==> config.mk <==
export PLATFORM = sky130hd
export DESIGN_NAME = frame_request_handshake
export DESIGN_NICKNAME = d
export VERILOG_FILES = /design/src/design/frh_pkg.sv /design/src/design/frh_ctrl.sv /design/src/design/frame_request_handshake.sv
export SDC_FILE = /design/constraint.sdc
export NUM_CORES = 1
export LEC_CHECK = 0
export BUFFER_PORTS_ARGS = -buffer_cell sky130_fd_sc_hd__buf_2
export CAP_MARGIN = 20
export CORE_ASPECT_RATIO = 0.7
export CORE_MARGIN = 1.5
export CORE_UTILIZATION = 40
export CTS_BUF_LIST = sky130_fd_sc_hd__clkbuf_4
export CTS_CLUSTER_SIZE = 24
export DETAILED_ROUTE_END_ITERATION = 6
export SYNTH_ARGS = -nofsm -noshare
export SYNTH_HDL_FRONTEND = slang
export SYNTH_SLANG_ARGS = --single-unit
==> constraint.sdc <==
create_clock -name clk -period 7.87 [get_ports clk]
set_input_delay 0.3935 -clock clk [delete_from_list [all_inputs] [get_ports clk]]
set_output_delay 0.3935 -clock clk [all_outputs]
set_load 0.005 [all_outputs]
==> src/design/frh_pkg.sv <==
package frh_pkg;

  localparam int unsigned IdW       = 16;
  localparam int unsigned TimeW     = 32;
  localparam int unsigned SpeedW    = 16;
  localparam int unsigned PwmW      = 16;
  localparam int unsigned CountW    = 32;
  localparam int unsigned StopMaxW  = 8;
  localparam int unsigned IntervalW = 16;
  localparam int unsigned CfgDataW  = 16;
  localparam int unsigned StatusW   = 3;

  localparam logic [StopMaxW-1:0]  StopSendMaxRst    = 8'd3;
  localparam logic [IntervalW-1:0] StopIntervalRst   = 16'd100;
  localparam logic [IdW-1:0]       FirstId           = 16'd1;
  localparam logic [StatusW-1:0]   StatusArmedOffset = 3'd3;

  typedef enum logic [2:0] {
    FUNC_REQUEST = 3'd0,
    FUNC_ACK     = 3'd1,
    FUNC_REPORT  = 3'd2,
    FUNC_ARM     = 3'd3,
    FUNC_CANCEL  = 3'd4,
    FUNC_TICK    = 3'd5,
    FUNC_RESTART = 3'd6
  } func_t;

  typedef enum logic [1:0] {
    PH_IDLE   = 2'd0,
    PH_ACK    = 2'd1,
    PH_REPORT = 2'd2
  } phase_t;

  typedef enum logic [1:0] {
    CMD_NONE  = 2'd0,
    CMD_SEND  = 2'd1,
    CMD_RESET = 2'd2
  } cmd_kind_t;

  typedef enum logic {
    REG_STOP_LIMIT       = 1'b0,
    REG_STOP_INTERVAL_MS = 1'b1
  } reg_idx_t;

  typedef struct packed {
    logic [2:0]              func;
    logic [TimeW-1:0]        now_ms;
    logic [IdW-1:0]          msg_frame_id;
    logic                    reset_pi;
    logic                    external_ready;
    logic signed [SpeedW-1:0] left_value;
    logic signed [SpeedW-1:0] right_value;
    logic signed [PwmW-1:0]   left_pwm_in;
    logic signed [PwmW-1:0]   right_pwm_in;
    logic signed [CountW-1:0] left_count_in;
    logic signed [CountW-1:0] right_count_in;
  } item_t;

  typedef struct packed {
    logic                     accepted;
    logic [1:0]               cmd_kind;
    logic [IdW-1:0]           cmd_frame_id;
    logic signed [SpeedW-1:0] cmd_left_setpoint;
    logic signed [SpeedW-1:0] cmd_right_setpoint;
    logic [StatusW-1:0]       status;
    logic signed [SpeedW-1:0] left_speed;
    logic signed [SpeedW-1:0] right_speed;
    logic signed [PwmW-1:0]   left_pwm;
    logic signed [PwmW-1:0]   right_pwm;
    logic signed [CountW-1:0] left_count;
    logic signed [CountW-1:0] right_count;
  } result_t;

  typedef struct packed {
    logic [StopMaxW-1:0]  stop_limit;
    logic [IntervalW-1:0] stop_interval_ms;
  } cfg_t;

endpackage

==> src/design/frh_ctrl.sv <==
module frh_ctrl (
  input  logic            clk,
  input  logic            rst_n,
  input  logic            take,
  input  frh_pkg::item_t  item,
  input  frh_pkg::cfg_t   cfg,
  output frh_pkg::result_t res
);
  import frh_pkg::*;

  logic [IdW-1:0]           next_id_r, next_id_nxt;
  phase_t                   phase_r, phase_nxt;
  logic [IdW-1:0]           pending_id_r, pending_id_nxt;
  logic                     snap_valid_r, snap_valid_nxt;
  logic [TimeW-1:0]         last_send_r, last_send_nxt;
  logic [StopMaxW-1:0]      stop_sent_r, stop_sent_nxt;
  logic                     stop_on_r, stop_on_nxt;
  logic signed [SpeedW-1:0] speed_l_r, speed_l_nxt, speed_r_r, speed_r_nxt;
  logic signed [PwmW-1:0]   pwm_l_r, pwm_l_nxt, pwm_r_r, pwm_r_nxt;
  logic signed [CountW-1:0] cnt_l_r, cnt_l_nxt, cnt_r_r, cnt_r_nxt;

  logic [IdW-1:0]   id_inc;
  logic [IdW-1:0]   id_after;
  logic [TimeW-1:0] elapsed;
  logic             interval_ok;
  logic             id_match;
  logic [StopMaxW-1:0] sent_inc;

  assign id_inc      = next_id_r + IdW'(1);
  assign id_after    = (id_inc == '0) ? FirstId : id_inc;
  assign elapsed     = item.now_ms - last_send_r;
  assign interval_ok = elapsed >= TimeW'(cfg.stop_interval_ms);
  assign id_match    = snap_valid_r && (item.msg_frame_id == pending_id_r);
  assign sent_inc    = stop_sent_r + StopMaxW'(1);

  always_comb begin
    next_id_nxt    = next_id_r;
    phase_nxt      = phase_r;
    pending_id_nxt = pending_id_r;
    snap_valid_nxt = snap_valid_r;
    last_send_nxt  = last_send_r;
    stop_sent_nxt  = stop_sent_r;
    stop_on_nxt    = stop_on_r;
    speed_l_nxt    = speed_l_r;
    speed_r_nxt    = speed_r_r;
    pwm_l_nxt      = pwm_l_r;
    pwm_r_nxt      = pwm_r_r;
    cnt_l_nxt      = cnt_l_r;
    cnt_r_nxt      = cnt_r_r;
    res            = '0;

    case (func_t'(item.func))
      FUNC_REQUEST: begin
        if (phase_r == PH_IDLE) begin
          next_id_nxt           = id_after;
          pending_id_nxt        = next_id_r;
          snap_valid_nxt        = 1'b1;
          phase_nxt             = PH_ACK;
          last_send_nxt         = item.now_ms;
          res.cmd_kind          = item.reset_pi ? CMD_RESET : CMD_SEND;
          res.cmd_frame_id      = next_id_r;
          res.cmd_left_setpoint = item.left_value;
          res.cmd_right_setpoint = item.right_value;
          res.accepted          = 1'b1;
        end
      end
      FUNC_ACK: begin
        if (phase_r == PH_ACK && id_match) begin
          phase_nxt    = PH_REPORT;
          res.accepted = 1'b1;
        end
      end
      FUNC_REPORT: begin
        if (phase_r == PH_REPORT && id_match) begin
          speed_l_nxt    = item.left_value;
          speed_r_nxt    = item.right_value;
          pwm_l_nxt      = item.left_pwm_in;
          pwm_r_nxt      = item.right_pwm_in;
          cnt_l_nxt      = item.left_count_in;
          cnt_r_nxt      = item.right_count_in;
          phase_nxt      = PH_IDLE;
          snap_valid_nxt = 1'b0;
          res.accepted   = 1'b1;
        end
      end
      FUNC_ARM: begin
        stop_on_nxt   = 1'b1;
        stop_sent_nxt = '0;
      end
      FUNC_CANCEL: begin
        stop_on_nxt   = 1'b0;
        stop_sent_nxt = '0;
      end
      FUNC_TICK: begin
        if (stop_on_r && item.external_ready && phase_r == PH_IDLE) begin
          if (stop_sent_r >= cfg.stop_limit) begin
            stop_on_nxt   = 1'b0;
            stop_sent_nxt = '0;
          end else if (stop_sent_r == '0 || interval_ok) begin
            next_id_nxt      = id_after;
            last_send_nxt    = item.now_ms;
            res.cmd_kind     = CMD_SEND;
            res.cmd_frame_id = next_id_r;
            res.accepted     = 1'b1;
            stop_sent_nxt    = sent_inc;
            if (sent_inc >= cfg.stop_limit) begin
              stop_on_nxt = 1'b0;
            end
          end
        end
      end
      FUNC_RESTART: begin
        next_id_nxt    = FirstId;
        phase_nxt      = PH_IDLE;
        pending_id_nxt = '0;
        snap_valid_nxt = 1'b0;
        last_send_nxt  = '0;
        stop_sent_nxt  = '0;
        stop_on_nxt    = 1'b0;
        speed_l_nxt    = '0;
        speed_r_nxt    = '0;
        pwm_l_nxt      = '0;
        pwm_r_nxt      = '0;
        cnt_l_nxt      = '0;
        cnt_r_nxt      = '0;
      end
      default: begin
      end
    endcase

    res.status      = StatusW'(phase_nxt) + (stop_on_nxt ? StatusArmedOffset : '0);
    res.left_speed  = speed_l_nxt;
    res.right_speed = speed_r_nxt;
    res.left_pwm    = pwm_l_nxt;
    res.right_pwm   = pwm_r_nxt;
    res.left_count  = cnt_l_nxt;
    res.right_count = cnt_r_nxt;
  end

  always_ff @(posedge clk) begin
    if (!rst_n) begin
      next_id_r    <= FirstId;
      phase_r      <= PH_IDLE;
      pending_id_r <= '0;
      snap_valid_r <= 1'b0;
      last_send_r  <= '0;
      stop_sent_r  <= '0;
      stop_on_r    <= 1'b0;
      speed_l_r    <= '0;
      speed_r_r    <= '0;
      pwm_l_r      <= '0;
      pwm_r_r      <= '0;
      cnt_l_r      <= '0;
      cnt_r_r      <= '0;
    end else if (take) begin
      next_id_r    <= next_id_nxt;
      phase_r      <= phase_nxt;
      pending_id_r <= pending_id_nxt;
      snap_valid_r <= snap_valid_nxt;
      last_send_r  <= last_send_nxt;
      stop_sent_r  <= stop_sent_nxt;
      stop_on_r    <= stop_on_nxt;
      speed_l_r    <= speed_l_nxt;
      speed_r_r    <= speed_r_nxt;
      pwm_l_r      <= pwm_l_nxt;
      pwm_r_r      <= pwm_r_nxt;
      cnt_l_r      <= cnt_l_nxt;
      cnt_r_r      <= cnt_r_nxt;
    end
  end

endmodule

==> src/design/frame_request_handshake.sv <==
// frame_request_handshake: frame id request/ack/report controller with stop sequence.
// The result of an item is registered and valid the cycle after it is accepted.
// Throughput: 1 item per cycle while out_ready is high; the controller state updates in the accept
// cycle and the single output register takes the result while the previous one drains.
// Reset (rst_n, synchronous, active low): state cleared, next frame id 1,
// stop limit 3, stop_interval_ms 100, output register empty.
module frame_request_handshake (
  input  logic                               clk,
  input  logic                               rst_n,

  input  logic                               in_valid,
  output logic                               in_ready,
  input  logic [2:0]                         in_func,
  input  logic [frh_pkg::TimeW-1:0]          in_now_ms,
  input  logic [frh_pkg::IdW-1:0]            in_msg_frame_id,
  input  logic                               in_reset_pi,
  input  logic                               in_external_ready,
  input  logic signed [frh_pkg::SpeedW-1:0]  in_left_value,
  input  logic signed [frh_pkg::SpeedW-1:0]  in_right_value,
  input  logic signed [frh_pkg::PwmW-1:0]    in_left_pwm_in,
  input  logic signed [frh_pkg::PwmW-1:0]    in_right_pwm_in,
  input  logic signed [frh_pkg::CountW-1:0]  in_left_count_in,
  input  logic signed [frh_pkg::CountW-1:0]  in_right_count_in,

  output logic                               out_valid,
  input  logic                               out_ready,
  output logic                               out_accepted,
  output logic [1:0]                         out_cmd_kind,
  output logic [frh_pkg::IdW-1:0]            out_cmd_frame_id,
  output logic signed [frh_pkg::SpeedW-1:0]  out_cmd_left_setpoint,
  output logic signed [frh_pkg::SpeedW-1:0]  out_cmd_right_setpoint,
  output logic [frh_pkg::StatusW-1:0]        out_status,
  output logic signed [frh_pkg::SpeedW-1:0]  out_left_speed,
  output logic signed [frh_pkg::SpeedW-1:0]  out_right_speed,
  output logic signed [frh_pkg::PwmW-1:0]    out_left_pwm,
  output logic signed [frh_pkg::PwmW-1:0]    out_right_pwm,
  output logic signed [frh_pkg::CountW-1:0]  out_left_count,
  output logic signed [frh_pkg::CountW-1:0]  out_right_count,

  input  logic                               cfg_we,
  input  logic                               cfg_index,
  input  logic [frh_pkg::CfgDataW-1:0]       cfg_wdata
);
  import frh_pkg::*;

  cfg_t    cfg_r;
  item_t   item;
  result_t res;
  result_t res_r;
  logic    out_valid_r;
  logic    take;

  // Accept a new item whenever the output register is empty or drains this cycle.
  assign in_ready = !out_valid_r || out_ready;
  assign take     = in_valid && in_ready;

  // Bundle the item fields for the controller.
  assign item.func           = in_func;
  assign item.now_ms         = in_now_ms;
  assign item.msg_frame_id   = in_msg_frame_id;
  assign item.reset_pi       = in_reset_pi;
  assign item.external_ready = in_external_ready;
  assign item.left_value     = in_left_value;
  assign item.right_value    = in_right_value;
  assign item.left_pwm_in    = in_left_pwm_in;
  assign item.right_pwm_in   = in_right_pwm_in;
  assign item.left_count_in  = in_left_count_in;
  assign item.right_count_in = in_right_count_in;

  // Configuration registers, write only: the user must write while the block is idle; the block does not enforce it.
  always_ff @(posedge clk) begin
    if (!rst_n) begin
      cfg_r.stop_limit       <= StopSendMaxRst;
      cfg_r.stop_interval_ms <= StopIntervalRst;
    end else if (cfg_we) begin
      unique case (reg_idx_t'(cfg_index))
        REG_STOP_LIMIT:       cfg_r.stop_limit       <= cfg_wdata[StopMaxW-1:0];
        REG_STOP_INTERVAL_MS: cfg_r.stop_interval_ms <= cfg_wdata[IntervalW-1:0];
        default: begin
        end
      endcase
    end
  end

  // Controller: state registers plus the single-pass update for one item.
  frh_ctrl u_ctrl (
    .clk   (clk),
    .rst_n (rst_n),
    .take  (take),
    .item  (item),
    .cfg   (cfg_r),
    .res   (res)
  );

  // Output register: load on accept, drop valid once the result is taken.
  always_ff @(posedge clk) begin
    if (!rst_n) begin
      out_valid_r <= 1'b0;
    end else if (take) begin
      out_valid_r <= 1'b1;
    end else if (out_ready) begin
      out_valid_r <= 1'b0;
    end
  end

  always_ff @(posedge clk) begin
    if (take) begin
      res_r <= res;
    end
  end

  assign out_valid              = out_valid_r;
  assign out_accepted           = res_r.accepted;
  assign out_cmd_kind           = res_r.cmd_kind;
  assign out_cmd_frame_id       = res_r.cmd_frame_id;
  assign out_cmd_left_setpoint  = res_r.cmd_left_setpoint;
  assign out_cmd_right_setpoint = res_r.cmd_right_setpoint;
  assign out_status             = res_r.status;
  assign out_left_speed         = res_r.left_speed;
  assign out_right_speed        = res_r.right_speed;
  assign out_left_pwm           = res_r.left_pwm;
  assign out_right_pwm          = res_r.right_pwm;
  assign out_left_count         = res_r.left_count;
  assign out_right_count        = res_r.right_count;

endmodule

==> run_results.csv <==
group,metric,value,unit
die,die_w,265,um
sta,tns,0,ns
clock_tree,htree_levels,3,
routing,wl_per_cell,17.7,um
die,die-area,49500,um2
clock_tree,clock_sinks,411,
die,num_io_pins,387,
sta,tightest_slew,1.07,ns
place,dp_hpwl,37.7,mm
setup_path,regToRegStartpoint,"u_ctrl.last_send_r[1]",
cells_and_area,nets,2830,
sta,period_share,0.748,
sta,hold_violations,0,
logic_synthesis,synth_edf_count,182,
place,dp_cells,2884,
clock_tree,hold_buffers,189,
global_routing,grt_pass1_vias,16600,
power,sequentialPowerShare,0.478,
setup_path,r2r_end,"u_ctrl.last_send_r[15]",
clock_tree,clk_latency,0.85,ns
power,leakage,9.98,nW
setup_path,cp_max_fo,30,
logic_synthesis,syn_inst,2004,
routing,drc_errors,0,
die,die_h,187,um
routing,wl,57.8,mm
sta,maxSlewHeadroom,0.288,
cells_and_area,fillCellCount,4350,
cells_and_area,drive_above_1_share,0.226,
logic_synthesis,async_flop_share,0,
power,worst_ir_drop_vdd,0.000127,V
global_routing,grt_usage,0.226,
die,fp.coreArea,47700,um2
routing,vias,17300,
global_routing,grt_antenna_before_repair,5,
sta,finalMaxSlewViolations,0,
global_routing,grt_remaining_overflow,0,
cells_and_area,regArea,10000,um2
routing,drt_pass1_iterations,5,
clock_tree,post_cts_buffers,0,
setup_path,critPathKind,"reg -> reg",
logic_synthesis,synth.distinct_cells,81,
cells_and_area,syn_to_final_growth,29.3,%
power,p_clk_frac,0.401,
clock_tree,cts_tree,"done",
logic_synthesis,netlist_area,19300,um2
global_routing,grt_max_degree,140,
routing,viasPerCell,5.28,
clock_tree,ctsResizeCount,0,
logic_synthesis,ys_warn_count,0,
sta,timing.final.ws_setup,1.99,ns
setup_path,critical_path_arrival,6.64,ns
sta,rsz0062_at_grt,"false",
setup_path,rrSetupSlack,1.99,ns
routing,detail-route-antenna-nets,0,
hold_path,hp-class,"in -> reg",
clock_tree,cts_root_buf,"clkbuf_4",
setup_path,cp-start-kind,"flip-flop",
power,p_switching,1.27,mW
logic_synthesis,ys_ff_latch,411,
flow_run,cap_violations,0,
logic_synthesis,syn_nets,2276,
place,io_buffers,386,
global_routing,grt_pass1_wl,89.7,mm
power,comb_power_share,0.121,
place,pre_cts_ws,1.97,ns
setup_path,cp-end-kind,"flip-flop",
cells_and_area,multiInputGateArea,8380,um2
clock_tree,clkTransAtPathRegs,0.06,ns
die,core.rowCount,67,
logic_synthesis,syn_avg_cell_area,9.61,um2
setup_path,rr_worst_depth,21,
place,gp_congestion,0.868,
sta,min_period,5.88,ns
power,power.total,4.82,mW
hold_path,min-delay-start,"in_func[2]",
die,start_util,0.404,
logic_synthesis,ys_seq_area_frac,0.522,
setup_path,cp_data_required_time,8.62,ns
clock_tree,clock_path_buffers,3,
logic_synthesis,synth_top_flop_cell,"dfxtp_1",
sta,fmax,170,MHz
hold_path,hold_depth,4,
run_status,outcome,"complete, no violations",
routing,initialDrtViolationCount,1449,
cells_and_area,fin_area,24900,um2
clock_tree,numCtsBuffers,103,
sta,clock_skew,0.0464,ns
place,placed_area,21600,um2
power,sw_frac_of_total,0.264,
sta,setup_viol,0,
power,internal_power,3.55,mW
hold_path,holdPathEnd,"u_ctrl.stop_on_r",
power,power.density,193,nW/um2
cells_and_area,fin_cells,3275,
==> worst max-delay path: stages, from the launching register on <==
cell and delay (ns):
dfxtp_1 0.39, inv_1 0.07, ha_1 0.26, nor2b_1 0.15
o2111ai_1 0.34, nand2_1 0.15, a21o_1 0.19, a21o_1 0.20
xor2_1 0.16, ha_1 0.30, and4_1 0.21, a211oi_1 0.25
o21ai_0 0.13, o21ai_0 0.21, o2111ai_1 0.17, a2111oi_2 0.31
nand4_1 0.26, nor3_2 0.22, buf_4 0.30, o21a_2 0.83
buf_4 0.46, mux2i_1 0.24
==> sequential cells by signal, indices dropped and copies added, names as in the netlist, 2 cells and up <==
register and cells:
out_cmd_frame_id 16, out_right_pwm 16, u_ctrl.cnt_r_r 32, u_ctrl.stop_sent_r 8, u_ctrl.next_id_r 16, u_ctrl.pending_id_r 16
out_cmd_kind 2, out_cmd_right_setpoint 16, u_ctrl.speed_l_r 16, u_ctrl.phase_r 2, out_right_count 32, cfg_r 24
out_left_count 32, u_ctrl.speed_r_r 16, u_ctrl.pwm_r_r 16, out_left_speed 16, u_ctrl.cnt_l_r 32, out_cmd_left_setpoint 16
out_left_pwm 16, u_ctrl.last_send_r 32, u_ctrl.pwm_l_r 16, out_right_speed 16, out_status 3
==> area by class of cell <==
type | instances | area share
Antenna cell | 6 | 0.000603
Clock buffer | 165 | 0.0497
Clock inverter | 30 | 0.00743
Inverter | 75 | 0.0118
Multi-Input combinational cell | 1377 | 0.336
Sequential cell | 411 | 0.403
Tap cell | 621 | 0.0312
Timing Repair Buffer | 590 | 0.159
==> synthesized netlist by cell type (39+ instances only) <==
cell,number,area share
nand2_1,425,0.083
dfxtp_1,229,0.24
a21oi_1,211,0.055
edfxtp_1,182,0.28
a22o_1,129,0.059
clkbuf_1,126,0.025
nand3_1,78,0.020
inv_1,75,0.015
ha_1,67,0.044
nor2_1,50,0.0097
o21ai_0,43,0.011
and2_1,41,0.013
mux2i_1,39,0.020
==> cell families after synthesis <==
group / synth area share
AOI/OAI and AO/OA: 0.180
xor gates and xnor gates: 0.0191
adders and majority gates: 0.0456
buffers and inverters: 0.0449
DFF: 0.522
muxes: 0.0208
and+or+nand+nor: 0.167
==> per-layer routing <==
layer	vias up	track usage	routed length (um)
met4	0	0.0888	1830
li1	8355	-	-
met2	613	0.348	26100
met1	8216	0.305	26100
met3	117	0.0554	3790
met5	-	0	0
==> stage by stage <==
step            util  hold WS, ns
2_1_floorplan      -        0.436
3_3_place_gp   0.451        0.442
3_5_place_dp   0.452        0.448
4_1_cts        0.522        0.103
5_1_grt        0.522        0.195
6_report       0.522        0.199
==> power by group through the flow <==
stage | clock network (mW) | registers, mW | logic, mW
CTS | 1.98 | 2.31 | 0.580
global placement | 0 | 2.35 | 0.491
global route | 2.09 | 2.31 | 0.635
finish | 1.93 | 2.31 | 0.583
detailed placement | 0 | 2.35 | 0.501
floorplan | 0 | 2.37 | 0.287
==> layout by cell type, fill, tap and decap left out, drive strengths merged, types with 11 or more instances in the layout <==
cell type    netlist  layout
a211oi            11      11
a21o              18      18
a21oi            212     212
a22o             129     129
and2              41      41
buf               14     401
clkbuf           127     165
clkinv             0      27
dfxtp            229     229
dlygate4sd3        0     189
edfxtp           182     182
ha                67      67
inv               75      75
mux2i             39      39
nand2            425     425
nand2b            12      12
nand3             78      78
nand4             16      16
nor2              50      50
nor2b             22      22
nor3              20      20
o2111ai           11      11
o21a              13      13
o21ai             45      45
or3               13      13
xnor2             32      32
==> worst max-delay path by stage <==
stage / from / end / slack, ns / depth (start not counted)
floorplan: out_ready / out_accepted / 1.10 / 5
global placement: in_now_ms[0] / u_ctrl.last_send_r[14] / 2.17 / 23
detailed placement: in_now_ms[0] / u_ctrl.last_send_r[15] / 1.97 / 23
CTS: u_ctrl.last_send_r[1] / u_ctrl.last_send_r[15] / 2.07 / 21
global route: u_ctrl.last_send_r[1] / u_ctrl.last_send_r[31] / 1.50 / 21
finish: u_ctrl.last_send_r[1] / u_ctrl.last_send_r[15] / 1.99 / 21
(Power assumes the default switching activity.)
